`config.mk`:
```
export PLATFORM = sky130hd
export DESIGN_NAME = websocket_frame_deframer
export DESIGN_NICKNAME = d
export VERILOG_FILES = /design/src/wsd_pkg.sv /design/src/wsd_in_stage.sv /design/src/wsd_parser.sv /design/src/wsd_out_stage.sv /design/src/websocket_frame_deframer.sv
export SDC_FILE = /design/constraint.sdc
export NUM_CORES = 1
export LEC_CHECK = 0
export ABC_AREA = 1
export BUFFER_PORTS_ARGS = -buffer_cell sky130_fd_sc_hd__buf_2
export CORE_ASPECT_RATIO = 1.1
export CORE_MARGIN = 2
export CORE_UTILIZATION = 45
export CTS_BUF_LIST = sky130_fd_sc_hd__clkbuf_16
export CTS_CLUSTER_SIZE = 8
export DETAILED_ROUTE_END_ITERATION = 7
export PLACE_DENSITY = 0.72
export SLEW_MARGIN = 5
export SYNTH_ARGS = -nofsm -noshare
export SYNTH_HDL_FRONTEND = slang
export SYNTH_SLANG_ARGS = --single-unit
```
`constraint.sdc`:
```
create_clock -name clk_i -period 6.9 [get_ports clk_i]
set_input_delay 1.035 -clock clk_i [delete_from_list [all_inputs] [get_ports clk_i]]
set_output_delay 1.035 -clock clk_i [all_outputs]
set_load 0.05 [all_outputs]
```
`src/wsd_pkg.sv`:
```
`timescale 1ns / 1ps
// ----------------------------------------------------------------------------
// WebSocket deframer package
// Shared types and constants for the frame header parser and payload unmasker.
// ----------------------------------------------------------------------------
package wsd_pkg;

  localparam int unsigned ByteW   = 8;
  localparam int unsigned LenW    = 63;
  localparam int unsigned KeyW    = 32;
  localparam int unsigned HdrLenW = 4;

  typedef enum logic [2:0] {
    PH_FIRST   = 3'd0,
    PH_SECOND  = 3'd1,
    PH_EXT16   = 3'd2,
    PH_EXT64   = 3'd3,
    PH_KEY     = 3'd4,
    PH_PAYLOAD = 3'd5,
    PH_ERROR   = 3'd6
  } wsd_phase_e;

  typedef enum logic [1:0] {
    RK_HEADER  = 2'd0,
    RK_PAYLOAD = 2'd1,
    RK_ERROR   = 2'd2
  } wsd_kind_e;

  typedef enum logic [2:0] {
    EC_NONE    = 3'd0,
    EC_RSV     = 3'd1,
    EC_OPCODE  = 3'd2,
    EC_SHORT16 = 3'd3,
    EC_TOPBIT  = 3'd4,
    EC_SHORT64 = 3'd5,
    EC_CONTROL = 3'd6
  } wsd_cause_e;

  localparam logic [6:0]   LenCode16     = 7'd126;
  localparam logic [6:0]   LenCode64     = 7'd127;
  localparam logic [15:0]  MinExt16      = 16'd126;
  localparam logic [LenW-1:0] MaxCtrlLen = LenW'(125);

  typedef struct packed {
    wsd_kind_e             kind;
    logic                  fin;
    logic [3:0]            opcode;
    logic                  masked;
    logic [LenW-1:0]       length;
    logic [KeyW-1:0]       key;
    logic [HdrLenW-1:0]    hdr_len;
    logic [ByteW-1:0]      data;
    logic                  last;
    wsd_cause_e            cause;
  } wsd_result_t;

endpackage

```
`src/wsd_in_stage.sv`:
```
`timescale 1ns / 1ps
// ----------------------------------------------------------------------------
// WebSocket deframer input register
// Holds one incoming byte until the parser consumes it.
// ----------------------------------------------------------------------------
module wsd_in_stage (
  input  logic                     clk_i,
  input  logic                     rst_ni,
  input  logic                     in_valid_i,
  output logic                     in_ready_o,
  input  logic [wsd_pkg::ByteW-1:0] data_byte_i,
  input  logic                     take_i,
  output logic                     valid_o,
  output logic [wsd_pkg::ByteW-1:0] byte_o
);
  import wsd_pkg::*;

  logic             valid_q, valid_d;
  logic [ByteW-1:0] byte_q;

  assign in_ready_o = !valid_q || take_i;
  assign valid_d    = (in_valid_i && in_ready_o) || (valid_q && !take_i);

  always_ff @(posedge clk_i or negedge rst_ni) begin
    if (!rst_ni) begin
      valid_q <= 1'b0;
    end else begin
      valid_q <= valid_d;
    end
  end

  always_ff @(posedge clk_i) begin
    if (in_valid_i && in_ready_o) begin
      byte_q <= data_byte_i;
    end
  end

  assign valid_o = valid_q;
  assign byte_o  = byte_q;

endmodule

```
`src/wsd_parser.sv`:
```
`timescale 1ns / 1ps
// ----------------------------------------------------------------------------
// WebSocket deframer parser
// Header state machine, length and key collection, payload unmasking.
// ----------------------------------------------------------------------------
module wsd_parser (
  input  logic                      clk_i,
  input  logic                      rst_ni,
  input  logic                      step_i,
  input  logic [wsd_pkg::ByteW-1:0] byte_i,
  output logic                      res_valid_o,
  output wsd_pkg::wsd_result_t      res_o
);
  import wsd_pkg::*;

  wsd_phase_e         phase_q, phase_d;
  logic [HdrLenW-1:0] cnt_q, cnt_d;
  logic [1:0]         kidx_q, kidx_d;
  logic               mask_q, mask_d;
  wsd_cause_e         cause_q, cause_d;
  logic [ByteW-1:0]   first_q, first_d;
  logic [63:0]        acc_q, acc_d;
  logic [KeyW-1:0]    key_q, key_d;
  logic [LenW-1:0]    rem_q, rem_d;

  always_comb begin
    logic               do_len;
    logic               do_fin;
    logic               err;
    wsd_cause_e         err_c;
    logic [LenW-1:0]    len_v;
    logic [63:0]        acc_sh;
    logic [15:0]        acc16;
    logic [3:0]         opc;
    logic [ByteW-1:0]   kb;

    phase_d = phase_q;
    cnt_d   = cnt_q;
    kidx_d  = kidx_q;
    mask_d  = mask_q;
    cause_d = cause_q;
    first_d = first_q;
    acc_d   = acc_q;
    key_d   = key_q;
    rem_d   = rem_q;
    do_len  = 1'b0;
    do_fin  = 1'b0;
    err     = 1'b0;
    err_c   = cause_q;
    len_v   = acc_q[LenW-1:0];
    acc_sh  = {acc_q[55:0], byte_i};
    acc16   = {acc_q[7:0], byte_i};
    opc     = first_q[3:0];
    kb      = '0;
    res_valid_o = 1'b0;
    res_o       = '0;

    case (phase_q)
      PH_FIRST: begin
        first_d = byte_i;
        cnt_d   = HdrLenW'(1);
        acc_d   = '0;
        key_d   = '0;
        mask_d  = 1'b0;
        phase_d = PH_SECOND;
      end
      PH_SECOND: begin
        cnt_d = HdrLenW'(2);
        if (first_q[6:4] != 3'd0) begin
          err   = 1'b1;
          err_c = EC_RSV;
        end else if (opc inside {[4'h3:4'h7], [4'hB:4'hF]}) begin
          err   = 1'b1;
          err_c = EC_OPCODE;
        end else begin
          mask_d = byte_i[7];
          acc_d  = '0;
          if (byte_i[6:0] == LenCode16) begin
            phase_d = PH_EXT16;
          end else if (byte_i[6:0] == LenCode64) begin
            phase_d = PH_EXT64;
          end else begin
            acc_d  = {57'd0, byte_i[6:0]};
            len_v  = {56'd0, byte_i[6:0]};
            do_len = 1'b1;
          end
        end
      end
      PH_EXT16: begin
        acc_d = {48'd0, acc16};
        cnt_d = cnt_q + HdrLenW'(1);
        if (cnt_q == HdrLenW'(3)) begin
          if (acc16 < MinExt16) begin
            err   = 1'b1;
            err_c = EC_SHORT16;
          end else begin
            len_v  = {47'd0, acc16};
            do_len = 1'b1;
          end
        end
      end
      PH_EXT64: begin
        acc_d = acc_sh;
        cnt_d = cnt_q + HdrLenW'(1);
        if (cnt_q == HdrLenW'(9)) begin
          if (acc_sh[63]) begin
            err   = 1'b1;
            err_c = EC_TOPBIT;
          end else if (acc_sh[62:16] == 47'd0) begin
            err   = 1'b1;
            err_c = EC_SHORT64;
          end else begin
            len_v  = acc_sh[LenW-1:0];
            do_len = 1'b1;
          end
        end
      end
      PH_KEY: begin
        key_d  = {key_q[23:0], byte_i};
        cnt_d  = cnt_q + HdrLenW'(1);
        kidx_d = kidx_q + 2'd1;
        if (kidx_q == 2'd3) begin
          do_fin = 1'b1;
        end
      end
      PH_PAYLOAD: begin
        case (kidx_q)
          2'd0:    kb = key_q[31:24];
          2'd1:    kb = key_q[23:16];
          2'd2:    kb = key_q[15:8];
          default: kb = key_q[7:0];
        endcase
        kidx_d      = kidx_q + 2'd1;
        res_valid_o = 1'b1;
        res_o.kind  = RK_PAYLOAD;
        res_o.data  = byte_i ^ kb;
        if (rem_q != '0) begin
          rem_d = rem_q - LenW'(1);
        end
        if (rem_q <= LenW'(1)) begin
          res_o.last = 1'b1;
          phase_d    = PH_FIRST;
        end
      end
      default: begin
        err = 1'b1;
      end
    endcase

    if (do_len) begin
      if (mask_d) begin
        phase_d = PH_KEY;
        kidx_d  = 2'd0;
        key_d   = '0;
      end else begin
        do_fin = 1'b1;
      end
    end

    if (do_fin) begin
      if (opc[3] && (!first_q[7] || len_v > MaxCtrlLen)) begin
        err   = 1'b1;
        err_c = EC_CONTROL;
      end else begin
        res_valid_o   = 1'b1;
        res_o.kind    = RK_HEADER;
        res_o.fin     = first_q[7];
        res_o.opcode  = opc;
        res_o.masked  = mask_d;
        res_o.length  = len_v;
        res_o.key     = mask_d ? key_d : '0;
        res_o.hdr_len = cnt_d;
        res_o.last    = (len_v == '0);
        kidx_d        = 2'd0;
        rem_d         = len_v;
        phase_d       = (len_v == '0) ? PH_FIRST : PH_PAYLOAD;
      end
    end

    if (err) begin
      phase_d     = PH_ERROR;
      cause_d     = err_c;
      res_valid_o = 1'b1;
      res_o       = '0;
      res_o.kind  = RK_ERROR;
      res_o.cause = err_c;
    end
  end

  always_ff @(posedge clk_i or negedge rst_ni) begin
    if (!rst_ni) begin
      phase_q <= PH_FIRST;
      cnt_q   <= '0;
      kidx_q  <= '0;
      mask_q  <= 1'b0;
      cause_q <= EC_NONE;
    end else if (step_i) begin
      phase_q <= phase_d;
      cnt_q   <= cnt_d;
      kidx_q  <= kidx_d;
      mask_q  <= mask_d;
      cause_q <= cause_d;
    end
  end

  always_ff @(posedge clk_i) begin
    if (step_i) begin
      first_q <= first_d;
      acc_q   <= acc_d;
      key_q   <= key_d;
      rem_q   <= rem_d;
    end
  end

endmodule

```
`src/wsd_out_stage.sv`:
```
`timescale 1ns / 1ps
// ----------------------------------------------------------------------------
// WebSocket deframer result register
// Holds one result beat until the downstream side takes it.
// ----------------------------------------------------------------------------
module wsd_out_stage (
  input  logic                 clk_i,
  input  logic                 rst_ni,
  input  logic                 load_i,
  input  wsd_pkg::wsd_result_t res_i,
  output logic                 space_o,
  output logic                 out_valid_o,
  input  logic                 out_ready_i,
  output wsd_pkg::wsd_result_t res_o
);
  import wsd_pkg::*;

  logic        valid_q, valid_d;
  wsd_result_t res_q;

  assign space_o = !valid_q || out_ready_i;
  assign valid_d = load_i || (valid_q && !out_ready_i);

  always_ff @(posedge clk_i or negedge rst_ni) begin
    if (!rst_ni) begin
      valid_q <= 1'b0;
    end else begin
      valid_q <= valid_d;
    end
  end

  always_ff @(posedge clk_i) begin
    if (load_i) begin
      res_q <= res_i;
    end
  end

  assign out_valid_o = valid_q;
  assign res_o       = res_q;

endmodule

```
`src/websocket_frame_deframer.sv`:
```
`timescale 1ns / 1ps
// ----------------------------------------------------------------------------
// WebSocket frame deframer
// Parses frame headers from a byte stream and unmasks the payload bytes.
// ----------------------------------------------------------------------------
//  Channel | Direction | Handshake              | Beat contents
//  in      | input     | in_valid_i/in_ready_o  | data_byte_i
//  out     | output    | out_valid_o/out_ready_i| result_kind_o and frame fields
//
// One byte per cycle is sustained while the output is not stalled; each byte
// passes the input register and its result the result register.
// Header bytes that complete nothing give no result beat.
// Reset returns the parser to the first header byte and clears the error.
// A stalled output holds its beat while the input register keeps one byte.
// ----------------------------------------------------------------------------
module websocket_frame_deframer (
  input  logic                         clk_i,
  input  logic                         rst_ni,
  input  logic                         in_valid_i,
  output logic                         in_ready_o,
  input  logic [wsd_pkg::ByteW-1:0]    data_byte_i,
  output logic                         out_valid_o,
  input  logic                         out_ready_i,
  output logic [1:0]                   result_kind_o,
  output logic                         frame_fin_o,
  output logic [3:0]                   frame_opcode_o,
  output logic                         frame_masked_o,
  output logic [wsd_pkg::LenW-1:0]     payload_length_o,
  output logic [wsd_pkg::KeyW-1:0]     mask_key_o,
  output logic [wsd_pkg::HdrLenW-1:0]  header_length_o,
  output logic [wsd_pkg::ByteW-1:0]    payload_byte_o,
  output logic                         last_of_payload_o,
  output logic [2:0]                   error_cause_o
);
  import wsd_pkg::*;

  logic             byte_valid;
  logic [ByteW-1:0] byte_q;
  logic             space;
  logic             step;
  logic             res_valid;
  wsd_result_t      res;
  wsd_result_t      res_q;

  assign step = byte_valid && space;

  wsd_in_stage u_in (
    .clk_i       (clk_i),
    .rst_ni      (rst_ni),
    .in_valid_i  (in_valid_i),
    .in_ready_o  (in_ready_o),
    .data_byte_i (data_byte_i),
    .take_i      (step),
    .valid_o     (byte_valid),
    .byte_o      (byte_q)
  );

  wsd_parser u_parser (
    .clk_i       (clk_i),
    .rst_ni      (rst_ni),
    .step_i      (step),
    .byte_i      (byte_q),
    .res_valid_o (res_valid),
    .res_o       (res)
  );

  wsd_out_stage u_out (
    .clk_i       (clk_i),
    .rst_ni      (rst_ni),
    .load_i      (step && res_valid),
    .res_i       (res),
    .space_o     (space),
    .out_valid_o (out_valid_o),
    .out_ready_i (out_ready_i),
    .res_o       (res_q)
  );

  assign result_kind_o     = res_q.kind;
  assign frame_fin_o       = res_q.fin;
  assign frame_opcode_o    = res_q.opcode;
  assign frame_masked_o    = res_q.masked;
  assign payload_length_o  = res_q.length;
  assign mask_key_o        = res_q.key;
  assign header_length_o   = res_q.hdr_len;
  assign payload_byte_o    = res_q.data;
  assign last_of_payload_o = res_q.last;
  assign error_cause_o     = res_q.cause;

endmodule

```
Word-level counts from Yosys, hierarchy flattened. Index checks and enable logic that the tools add are counted.

$lt $le $gt $ge: 7. Multiplexer cells: 91. Bitwise logic cells: 4. $add $sub $neg: 3. Equal/unequal tests: 14. Reduce and logical (&&, ||, !) cells: 35.

Operators with widths (number): two-way mux 63 bit (16); one-hot mux 63 bit (4 select lines) (1); one-hot mux 63 bit (3 select lines) (1); two-way mux 107 bit (1); two-way mux 106 bit (1); two-way mux 32 bit (3); one-hot mux 32 bit (2 select lines) (1); greater-than comparator 63 x 7 -> 1 bit, second input constant (1); <= comparator 63 x 1 -> 1 bit, second input constant (1); zero test 63 bit (1); nonzero test 63 bit (1); subtractor 63 x 1 -> 63 bit, second input constant (1); two-way mux 3 bit (20); zero test 47 bit (1); two-way mux 1 bit (33); one-hot mux 8 bit (3 select lines) (1); one-hot mux 3 bit (3 select lines) (2); < comparator 16 x 7 -> 1 bit, second input constant (1); == test 7 bit, second input constant (2); one-hot mux 4 bit (3 select lines) (1); two-way mux 2 bit (5); OR reduction 3 bit (3); logical AND 1 bit (8); two-way mux 8 bit (1); other kinds (31) (47).

Register bits after elaboration: 308.

Logic depth before layout (Yosys ltp). Gate-level depths: netlist of the first run.

Depth after elaboration: 14. Mapped depth: 27. Gate-level depth less buffers: 26.

Modules after synthesis. A second synthesis of the first run with hierarchy kept.

Cell total of the unflattened synthesis: 2063. Area total of the unflattened synthesis: 17281.6 um^2.

By module, submodules not included: wsd_parser (area an instance 13360.3 um^2, cells an instance 1921, sequential area each 5310.1 um^2, instances 1); wsd_out_stage (area an instance 3618.5 um^2, cells an instance 124, sequential area each 3598.5 um^2, instances 1); wsd_in_stage (area an instance 285.3 um^2, cells an instance 14, sequential area each 265.3 um^2, instances 1); websocket_frame_deframer (area an instance 17.5 um^2, cells an instance 4, sequential area each 0.0 um^2, instances 1).

Least setup slack after synthesis of the first run. No wires, ideal clock.

Kind: input to register. From: input out_ready_i. To: register u_parser.acc_q[0] (enable). Path buffers: 1. Stages: 5. Arrival time: 5.819 ns. Path slack: 0.520 ns. Cell sequence: inv_1 nand2_1 nand2_1 clkbuf_1 nor3_1.

Word-level cells in the longest chain between the ends: 3.

Ends and longest elaborated chain: from (decl) (RTL line websocket_frame_deframer.sv:23) `input logic out_ready_i,`; logical OR 1 bit (RTL line wsd_out_stage.sv:21) `assign space_o = !valid_q || out_ready_i;`; logical AND 1 bit (RTL line websocket_frame_deframer.sv:45) `assign step = byte_valid && space;`; AND reduction 4 bit (no line); to (signal assigned) (RTL line wsd_parser.sv:209) `acc_q <= acc_d;`; to (decl) (RTL line wsd_parser.sv:22) `logic [63:0] acc_q, acc_d;`.

Every way passes these cells. A chain may end at the register's enable or synchronous reset.

Worst setup path in the final report of the first run.
From: register u_parser.cnt_q[1]. To: register, netlist name u_out.res_o[65].

Word-level cells in the longest chain between the ends: 10. Elaborated cells on any way between the ends: 21. Classes of those cells: order compare: 1; eq/ne: 2; mux: 15; reduce/logical: 3.

Ends and longest elaborated chain: from (decl) (RTL line wsd_parser.sv:17) `logic [HdrLenW-1:0] cnt_q, cnt_d;`; from (signal assigned) (RTL line wsd_parser.sv:199) `cnt_q <= cnt_d;`; == test 4 bit or == test 4 x 2 -> 1 bit (tied branches) (RTL line wsd_parser.sv:105, wsd_parser.sv:92); two-way mux 63 bit (on tied branches) (RTL line wsd_parser.sv:105, wsd_parser.sv:92); one-hot mux 63 bit (3 select lines) (RTL line wsd_parser.sv:58) `case (phase_q)`; greater-than comparator 63 x 7 -> 1 bit (RTL line wsd_parser.sv:161) `if (opc[3] && (!first_q[7] || len_v > MaxCtrlLen)) begin`; logical OR 1 bit (RTL line wsd_parser.sv:161); logical AND 1 bit (RTL line wsd_parser.sv:161); two-way mux 1 bit (RTL line wsd_parser.sv:161); two-way mux 1 bit (RTL line wsd_parser.sv:160) `if (do_fin) begin`; two-way mux 1 bit (*) (RTL line wsd_parser.sv:180) `if (err) begin`; logical AND 1 bit (*) (RTL line websocket_frame_deframer.sv:70) `.load_i (step && res_valid),`; via u_out.load_i (RTL line wsd_out_stage.sv:9) `input logic load_i,`.

Mark *: on every way through the listed nets, which the timed path passes. The rest lies on a longest branch.

==> results of run 1 <==
## worst max-delay path by stage
stage,start,cells past startpoint,end
after detailed placement,u_parser.cnt_q[1]$_DFFE_PN0P_,23,u_out.res_o[66]$_SDFFCE_PP0P_
after global placement,u_parser.cnt_q[1]$_DFFE_PN0P_,23,u_out.res_o[60]$_SDFFCE_PP0P_
after floorplan,out_ready_i,5,u_parser.acc_q[0]$_DFFE_PP_
final,u_parser.cnt_q[1]$_DFFE_PN0P_,23,u_out.res_o[65]$_SDFFCE_PP0P_
after CTS,u_parser.cnt_q[1]$_DFFE_PN0P_,23,u_out.res_o[66]$_SDFFCE_PP0P_
after global routing,u_parser.cnt_q[1]$_DFFE_PN0P_,23,u_out.res_o[65]$_SDFFCE_PP0P_
## through the flow
stage                     instances  utilization [%]
after floorplan                1981                -
after global placement         2557            48.18
after detailed placement       2557            48.18
after CTS                      2626            51.49
after global routing           2626            51.49
final                          2626            51.49
## cells in the mapped netlist, types with 10 or more instances
master,instances,area (um^2)
buf_6,10,112.6
clkbuf_1,32,120.1
o21ai_1,23,115.1
nor3_2,30,300.3
edfxtp_1,293,8798
nand4_1,24,150.1
a21oi_1,39,195.2
xnor2_1,19,166.4
nor2_1,358,1344
nor4_1,10,62.56
inv_1,278,1044
xor2_1,39,341.6
o21ai_0,124,620.6
or2_2,17,106.4
o211ai_1,21,157.7
dfrtp_1,15,375.4
nor3_1,30,150.1
o22ai_1,31,193.9
nand3_1,59,295.3
buf_2,17,85.08
nand2_1,384,1441
## state kept, by name (all words and copies together), names as in the netlist
name	flops
u_in.byte_o	8
u_in.valid_o	1
u_out.out_valid_o	1
u_out.res_o	119
u_parser.acc_q	63
u_parser.cause_q	3
u_parser.cnt_q	4
u_parser.first_q	8
u_parser.key_q	32
u_parser.kidx_q	2
u_parser.mask_q	1
u_parser.phase_q	3
u_parser.rem_q	63
## cells by family (layout without fill, tap and decap cells)
| group | after synthesis | after routing | share of synthesized area, % |
|---|---|---|---|
| buffers and inverters | 362 | 507 | 8.533 |
| flip-flops | 308 | 308 | 53.34 |
| adder cells (fa/ha/maj) | 9 | 9 | 0.6547 |
| AO/OA/AOI/OAI | 295 | 295 | 10.33 |
| AND/OR/NAND/NOR | 949 | 949 | 24.19 |
| XOR/XNOR | 58 | 58 | 2.953 |
## final cells by class
| type | count | area, um^2 |
|---|---|---|
| inverter | 293 | 1109 |
| clock inverter | 25 | 150.1 |
| sequential | 308 | 9174 |
| tap | 500 | 625.6 |
| clock buffer | 44 | 1101 |
| timing repair buffer | 145 | 783.3 |
| fill | 3596 | 18390 |
| multi-input combinational | 1311 | 6576 |
## power breakdown
part | switching, W | total (W) | leakage, nW | internal (W)
combinational | 0.00172 | 0.00227 | 4.58 | 0.000547
sequential | 0.000240 | 0.00289 | 3.03 | 0.00265
clock | 0.000803 | 0.00195 | 0.686 | 0.00114
total | 0.00276 | 0.00711 | 8.30 | 0.00435
## metal layers
metal	vias to the layer above	track usage, %	share of wire (%)	wire length, um
met5	-	0	0	0
met4	0	10.67	4.2	2097
met3	143	3.779	7.2	3584
met2	628	40.26	47	23320
met1	6641	32.77	42	20700
li1	6796	-	-	-
## worst max-delay path, stage by stage, from the launching register on
cell and delay [ps]:
dfrtp_1 420, inv_1 70, ha_1 140, nand3_1 160
inv_2 570, buf_4 370, nand2_1 80, o211ai_1 80
a21boi_0 650, nand2_1 100, nor2_1 220, nand3_1 100
nor2_1 90, nand2_1 50, nor2_1 90, nand2_1 70
nand2_1 140, nand2_2 80, nand2_2 90, nand2_4 100
nand4_1 100, nand2_1 110, inv_4 100, buf_12 460
## cell usage in the layout, fill, tap and decap left out, types with 10 or more instances in the layout
master     count
o22ai_1       31
nand2_1      384
buf_2        132
or2_2         17
clkbuf_16     44
xnor2_1       19
inv_1        298
nor2_1       357
a21oi_1       39
nor4_1        10
dfrtp_1       15
o21ai_1       23
nor3_2        31
o211ai_1      21
o21ai_0      124
nand3_1       58
nand4_1       24
nor3_1        29
edfxtp_1     293
buf_4         11
xor2_1        39
==> results.yml, run 1 <==
synth:
  synthDistinctLibCells: 56
  syn_avg_cell_area_um2: 8.683
  syn_area_um2: 17200
  synth-edff-count: 293
  yosys_register_bits: 308
  synth_fp_nets: 2002
  yosysWarnings: 0
  async_flop_share_pct: 4.870
  synth_cells: 1981
  ys.flop_type: "edfxtp_1"
  yosysSeqAreaShare_pct: 53.34
global_route:
  grt_pass1_vias: 13570
  grt_max_degree: 165
  grt_pass1_wl_mm: 76.39
  overflow: 0
  track_usage_pct: 24.72
  antenna_found_initial: 0
sta:
  worst_pin_slew_ps: 1072
  hold_viol: 0
  fin_crit_sh_pct: 72.01
  fmax_ghz: 0.2013
  rsz0062_at_grt: "no"
  fin_skew_ps: 37.67
  setup_ws_ps: 1931
  setup_violations: 0
  period_minus_slack_ps: 4969
  hold_ws_ps: 373.7
  max_slew_margin_pct: 28.14
  tns_ps: 0
  finalMaxSlewViolations: 0
power:
  p_leak_nw: 8.303
  p_total_w: 0.007107
  ir_worst_vdd_mv: 0.2917
  power_density_nw_per_um2: 364.1
critical_path:
  cp-start-kind: "flip-flop"
  critPathKind: "flip-flop to flip-flop"
  cp.arrival_ps: 5140
  critPathMaxFanout: 119
  ff2ff_path_depth: 23
  critPathRequiredTime_ps: 7070
  ff2ff_setup_slack_ps: 1930
  r2r-start: "u_parser.cnt_q[1]$_DFFE_PN0P_"
  r2r_end: "u_out.res_o[65]$_SDFFCE_PP0P_"
  worst_setup_path_end_kind: "flip-flop"
drt:
  ant_nets: 0
  wl_mm: 49.71
  wl_per_cell_um: 18.93
  drt_iter0_markers: 1299
  drc: 0
  viasPerCell: 5.411
  vias: 14210
  dr.pass1.iters: 6
floorplan:
  row_count: 75
  die-area_um2: 39810
  die_x_um: 190.4
  die_h_um: 209.1
  core_area_um2: 37910
  ioPinCount: 133
  initial_core_util_pct: 45.37
clock_tree:
  clock_path_buffers: 3
  cts_tree: "yes"
  clk_pin_slew_ps: 50
  post-cts-setup-buffers: 0
  clkLatencyLatePin_ps: 570
  cts_buffers: 44
  ctsHoldBuffers: 0
  cts_resized: 0
  cts.htree.levels: 2
  cts.sinks: 308
  root_buffer: "clkbuf_16"
job:
  cap_violations: 0
min_path:
  hold_path_class: "input port to async pin"
cells_and_area:
  diodes: 0
  nets: 2124
  layout-drive-gt1-share_pct: 13.55
  design_area_um2: 19520
  area_growth_pct: 13.48
outcome:
  status: "complete, no violations"
place:
  place_congestion: 1.026
  post_dp_cell_area_um2: 18270
  dp_slack_ps: 2073
  port_buffers: 132
  hpwl_mm: 35.93
(Power assumes the default switching activity.)
==> run 2, diff against run 1 <==
--- a/config.mk
+++ b/config.mk
@@ -13,7 +13,7 @@
 export CTS_BUF_LIST = sky130_fd_sc_hd__clkbuf_16
 export CTS_CLUSTER_SIZE = 8
 export DETAILED_ROUTE_END_ITERATION = 7
-export PLACE_DENSITY = 0.72
+export PLACE_DENSITY = 0.74
 export SLEW_MARGIN = 5
 export SYNTH_ARGS = -nofsm -noshare
 export SYNTH_HDL_FRONTEND = slang
==> constraint.sdc (replaced) <==
create_clock -name clk_i -period 4.2 [get_ports clk_i]
set_input_delay 0.63 -clock clk_i [delete_from_list [all_inputs] [get_ports clk_i]]
set_output_delay 0.63 -clock clk_i [all_outputs]
set_load 0.05 [all_outputs]
==> results.yml, run 2 (synthesis results as in run 1) <==
place:
  dp_slack_ps: -69.64
  post_dp_cell_area_um2: 18930
  place_congestion: 0.9683
  port_buffers: 132
  hpwl_mm: 37.51
clock_tree:
  cts.sinks: 308
  cts.htree.levels: 2
  clk_pin_slew_ps: 50
  cts_buffers: 44
  clkLatencyLatePin_ps: 580
  root_buffer: "clkbuf_16"
  cts_tree: "yes"
  clock_path_buffers: 3
sta:
  max_slew_margin_pct: 33.68
  worst_pin_slew_ps: 993.7
  setup_violations: 0
  fin_skew_ps: 45.69
  period_minus_slack_ps: 3893
  rsz0062_at_grt: "no"
  fmax_ghz: 0.2569
  hold_viol: 0
  fin_crit_sh_pct: 92.69
  setup_ws_ps: 307.1
  finalMaxSlewViolations: 0
cells_and_area:
  area_growth_pct: 18.63
  final_cell_mix: "nand2_1 (379), nor2_1 (357), inv_1 (294), edfxtp_1 (293), buf_2 (132)"
  nets: 2214
  diodes: 0
  fillers: 3494
  largest_reg_flops: 119
  design_area_um2: 20400
  final_common_cell: "nand2_1"
  layout-drive-gt1-share_pct: 17.52
floorplan:
  row_count: 75
  initial_core_util_pct: 45.37
  ioPinCount: 133
  die_h_um: 209.1
  core_area_um2: 37910
  die-area_um2: 39810
  die_x_um: 190.4
drt:
  vias: 14720
  drt_iter0_markers: 1446
  drc: 0
  ant_nets: 0
  wl_per_cell_um: 19.10
  wl_mm: 51.83
  viasPerCell: 5.422
  dr.pass1.iters: 5
critical_path:
  cp-start-kind: "flip-flop"
  critPathRequiredTime_ps: 4500
  critPathKind: "flip-flop to flip-flop"
  cp_num_buf_inv: 6
  cpMaxStageDelayCell: "dfrtp_1"
  cpLargestDelayFamily: "simple AND/OR/NAND/NOR gates"
  critPathMaxFanout: 31
  cp.arrival_ps: 4190
  worst_setup_path_end_kind: "flip-flop"
  crit_path_max_incr_delay_ps: 430
  worstPathCellList: "ha_2, inv_2, nor3_4, nand2_4, nand2_4, nand2_4, inv_6, nand2_8, o21ai_2, buf_4, nand2_1, nor2_1, nand3_1, nor2_1, nand2_1, nand2_1, nand2_2, nand3_1, nand4_1, nand2_2, clkinvlp_4, buf_12, clkbuf_16"
power:
  ir_worst_vdd_mv: 0.4857
  power_density_nw_per_um2: 580.6
  p_leak_nw: 8.781
global_route:
  antenna_found_initial: 0
  grt_pass1_vias: 14230
  grt_max_degree: 80
  grt_pass1_wl_mm: 78.91
  track_usage_pct: 25.65
  overflow: 0
outcome:
  status: "complete, no violations"
min_path:
  hold_path_class: "input port to flip-flop"
job:
  cap_violations: 0
[run 2: cell count changes in the layout (fill, tap and decap cells not counted), moves of 3 or more]
cell,previous run,this run
buf_12,2,5
buf_16,0,3
buf_4,11,90
clkbuf_16,44,47
nand2_2,7,12
inv_1,298,294
nand2_1,384,379
[run 2: worst paths after layout]
kind,from,to,slack [ps],depth (start not counted)
max in group asynchronous,rst_ni,u_parser.phase_q[2]$_DFFE_PN0P_,3400,2
setup / recovery,u_parser.cnt_q[0]$_DFFE_PN0P_,u_out.res_o[107]$_SDFFCE_PP0P_,310,23
hold / removal,data_byte_i[6],u_in.byte_o[6]$_DFFE_PP_,230,1
setup reg to reg,u_parser.cnt_q[0]$_DFFE_PN0P_,u_out.res_o[107]$_SDFFCE_PP0P_,310,23
min in group asynchronous,rst_ni,u_parser.cause_q[0]$_DFFE_PN0P_,510,2
hold reg to reg,u_parser.mask_q$_DFFE_PN0P_,u_parser.mask_q$_DFFE_PN0P_,490,2
[run 2: area by class of cell]
type / instances / area, um^2 / share of cell area (%)
multi-input cells: 1311 / 6626 / 32.47
clock inverters: 23 / 141.4 / 0.6929
flip-flops and latches: 308 / 9174 / 44.96
clock buffers: 44 / 1101 / 5.396
well taps: 500 / 625.6 / 3.066
repair buffers: 235 / 1615 / 7.916
inverters: 293 / 1121 / 5.494
[run 2: routing by layer]
metal / up-vias / share of wire [%] / global-route usage, %
li1: 6965 / - / -
met1: 6914 / 39 / 32.42
met2: 682 / 49 / 43.66
met3: 155 / 6.7 / 3.208
met4: 0 / 5.0 / 12.06
met5: - / 0 / 0
[run 2: what timing repair did]
item / CTS / global route
endpoints found under the hold margin: 15 / 0
gates resized for setup: 2 / 15
buffers inserted: 0 / 6
hold buffers: 1 / 0
cloned: 1 / 3
endpoints found under the setup margin: 67 / 281
[run 2: per-stage QoR]
step,setup TNS (ps),hold slack (ps),instances,utilization [%],total power [W]
after floorplan,-74950,334.4,1981,-,0.007568
final,0,233.0,2714,53.82,0.01185
after detailed placement,-3455,478.9,2636,49.94,0.008517
after global routing,0,217.8,2714,53.82,0.01240
after global placement,0,471.0,2636,49.94,0.008437
after CTS,0,223.5,2705,53.36,0.01177
[run 2: where the power goes]
part / switching (W) / leakage [nW] / internal, W / total, W
clock: 0.00133 / 0.673 / 0.00188 / 0.00321
sequential: 0.000380 / 3.03 / 0.00435 / 0.00473
combinational: 0.00290 / 5.08 / 0.00101 / 0.00391
total: 0.00461 / 8.78 / 0.00724 / 0.0118
[run 2: worst reg2reg max path: stages (launching register included)]
cell and delay (ps):
dfrtp_1 430, ha_2 230, inv_2 50, nor3_4 280
nand2_4 90, nand2_4 90, nand2_4 120, inv_6 160
nand2_8 190, o21ai_2 260, buf_4 160, nand2_1 50
nor2_1 110, nand3_1 110, nor2_1 180, nand2_1 80
nand2_1 100, nand2_2 70, nand3_1 130, nand4_1 130
nand2_2 140, clkinvlp_4 100, buf_12 160, clkbuf_16 210
==> run 3, diff against run 2 <==
--- a/config.mk
+++ b/config.mk
@@ -14,6 +14,7 @@
 export CTS_CLUSTER_SIZE = 8
 export DETAILED_ROUTE_END_ITERATION = 7
 export PLACE_DENSITY = 0.74
+export REMOVE_ABC_BUFFERS = 1
 export SLEW_MARGIN = 5
 export SYNTH_ARGS = -nofsm -noshare
 export SYNTH_HDL_FRONTEND = slang
==> results.yml, run 3 (synthesis results as in run 1) <==
sta:
  worst_pin_slew_ps: 1090
  period_minus_slack_ps: 4013
  max_slew_margin_pct: 26.75
  setup_violations: 0
  hold_viol: 0
  hold_ws_ps: 231.8
  finalMaxSlewViolations: 0
  fin_crit_sh_pct: 95.54
  fmax_ghz: 0.2492
  fin_skew_ps: 37.92
job:
  cap_violations: 0
critical_path:
  cpMaxStageDelayCell: "dfrtp_1"
  ff2ff_setup_slack_ps: 190
  worst_setup_path_end_kind: "flip-flop"
  cp.depth: 25
  cp.arrival_ps: 4300
  critPathKind: "flip-flop to flip-flop"
  r2r_end: "u_parser.rem_q[1]$_DFFE_PP_"
  r2r-start: "u_parser.phase_q[1]$_DFFE_PN0P_"
  cp-start-kind: "flip-flop"
  cpLargestDelayFamily: "simple AND/OR/NAND/NOR gates"
  crit_end: "u_parser.rem_q[1]$_DFFE_PP_"
  cp_num_buf_inv: 6
  crit_path_max_incr_delay_ps: 440
  critPathRequiredTime_ps: 4490
  critPathMaxFanout: 89
  crit_top_cell: "nand2_1"
  timing.critical_path.from: "u_parser.phase_q[1]$_DFFE_PN0P_"
  ff2ff_path_depth: 25
clock_tree:
  root_buffer: "clkbuf_16"
  clock_path_buffers: 3
  clk_pin_slew_ps: 50
  cts.htree.levels: 2
  cts.sinks: 308
  cts_tree: "yes"
  clkLatencyLatePin_ps: 570
  cts_buffers: 44
drt:
  ant_nets: 0
  drc: 0
  dr.pass1.iters: 5
  wl_mm: 49.84
  wl_per_cell_um: 18.67
  vias: 14610
  drt_iter0_markers: 1719
  viasPerCell: 5.473
floorplan:
  ioPinCount: 133
  initial_core_util_pct: 45.37
  core_area_um2: 37910
  die_x_um: 190.4
  row_count: 75
  die_h_um: 209.1
  die-area_um2: 39810
global_route:
  track_usage_pct: 24.40
  grt_max_degree: 90
  grt_pass1_wl_mm: 76.14
  grt_pass1_vias: 14120
  antenna_found_initial: 0
  overflow: 0
cells_and_area:
  largest_reg_flops: 119
  area_growth_pct: 16.82
  seqCellArea_um2: 9174
  multi_input_area_um2: 6669
  layout-drive-gt1-share_pct: 16.04
  final_cell_mix: "nand2_1 (381), nor2_1 (353), inv_1 (295), edfxtp_1 (293), buf_2 (132)"
  diodes: 0
  nets: 2169
  final_common_cell: "nand2_1"
  fillers: 3435
power:
  power_density_nw_per_um2: 589.8
  p_total_w: 0.01185
  p_seq_share_pct: 40.1
  p_clk_share_pct: 27.3
  combPwrFrac_pct: 32.7
  power.switching_w: 0.004618
  swShare_pct: 38.97
  intPower_w: 0.007233
  ir_worst_vdd_mv: 0.5042
  p_leak_nw: 8.544
min_path:
  hold_path_class: "input port to flip-flop"
  hold_path_depth: 1
place:
  port_buffers: 132
  place_congestion: 0.9716
  hpwl_mm: 35.09
outcome:
  status: "complete, no violations"
-- run 3: cell type report --
class | instances | share of cell area, %
clock buffer | 44 | 5.480
sequential | 308 | 45.66
multi-input combinational | 1312 | 33.19
timing repair inverter | 1 | 0.02491
timing repair buffer | 188 | 6.221
clock inverter | 23 | 0.7597
inverter | 293 | 5.555
tap | 500 | 3.114
-- run 3: worst min-delay path by stage --
| stage | from | endpoint | slack [ps] |
|---|---|---|---|
| final | data_byte_i[1] | u_in.byte_o[1]$_DFFE_PP_ | 230 |
| after global routing | data_byte_i[5] | u_in.byte_o[5]$_DFFE_PP_ | 230 |
| after CTS | data_byte_i[1] | u_in.byte_o[1]$_DFFE_PP_ | 220 |
| after detailed placement | u_parser.cause_q[0]$_DFFE_PN0P_ | u_parser.cause_q[0]$_DFFE_PN0P_ | 480 |
| after global placement | u_parser.mask_q$_DFFE_PN0P_ | u_parser.mask_q$_DFFE_PN0P_ | 470 |
| after floorplan | rst_ni | u_in.valid_o$_DFF_PN0_ | 330 |
-- run 3: power groups by stage --
stage	sequential, W	combinational (W)	clock [W]
final	0.00475	0.00387	0.00323
after global placement	0.00477	0.00367	0
after CTS	0.00474	0.00377	0.00328
after floorplan	0.00585	0.00169	0
after global routing	0.00481	0.00420	0.00340
after detailed placement	0.00477	0.00374	0
-- run 3: through the flow --
step                utilization (%)  area, um^2  TNS [ps]  std cells  setup WS, ps
global route                  53.00       20090    -23.35       2669        -23.35
global placement              49.19       18650     -1158       2596        -31.50
finish                        53.00       20090         0       2669         187.5
floorplan                         -       16840   -711000       1912         -3235
CTS                           52.53       19910         0       2664         21.55
detailed placement            49.19       18650     -5002       2596        -70.15
-- run 3: routing by layer --
layer	part of all wire [%]	global-route usage, %	vias to the layer above
li1	-	-	6891
met3	8.2	3.863	143
met5	0	0	-
met4	3.9	9.917	0
met1	41	32.68	6796
met2	47	39.56	778
-- run 3: what timing repair did --
| item | CTS | global route |
|---|---|---|
| resized for setup | 2 | 27 |
| endpoints found under the hold margin | 15 | 0 |
| endpoints found under the setup margin | 122 | 236 |
| pin swaps | 0 | 1 |
| buffers inserted | 0 | 1 |
| hold buffers | 1 | 0 |
| gates cloned | 0 | 4 |
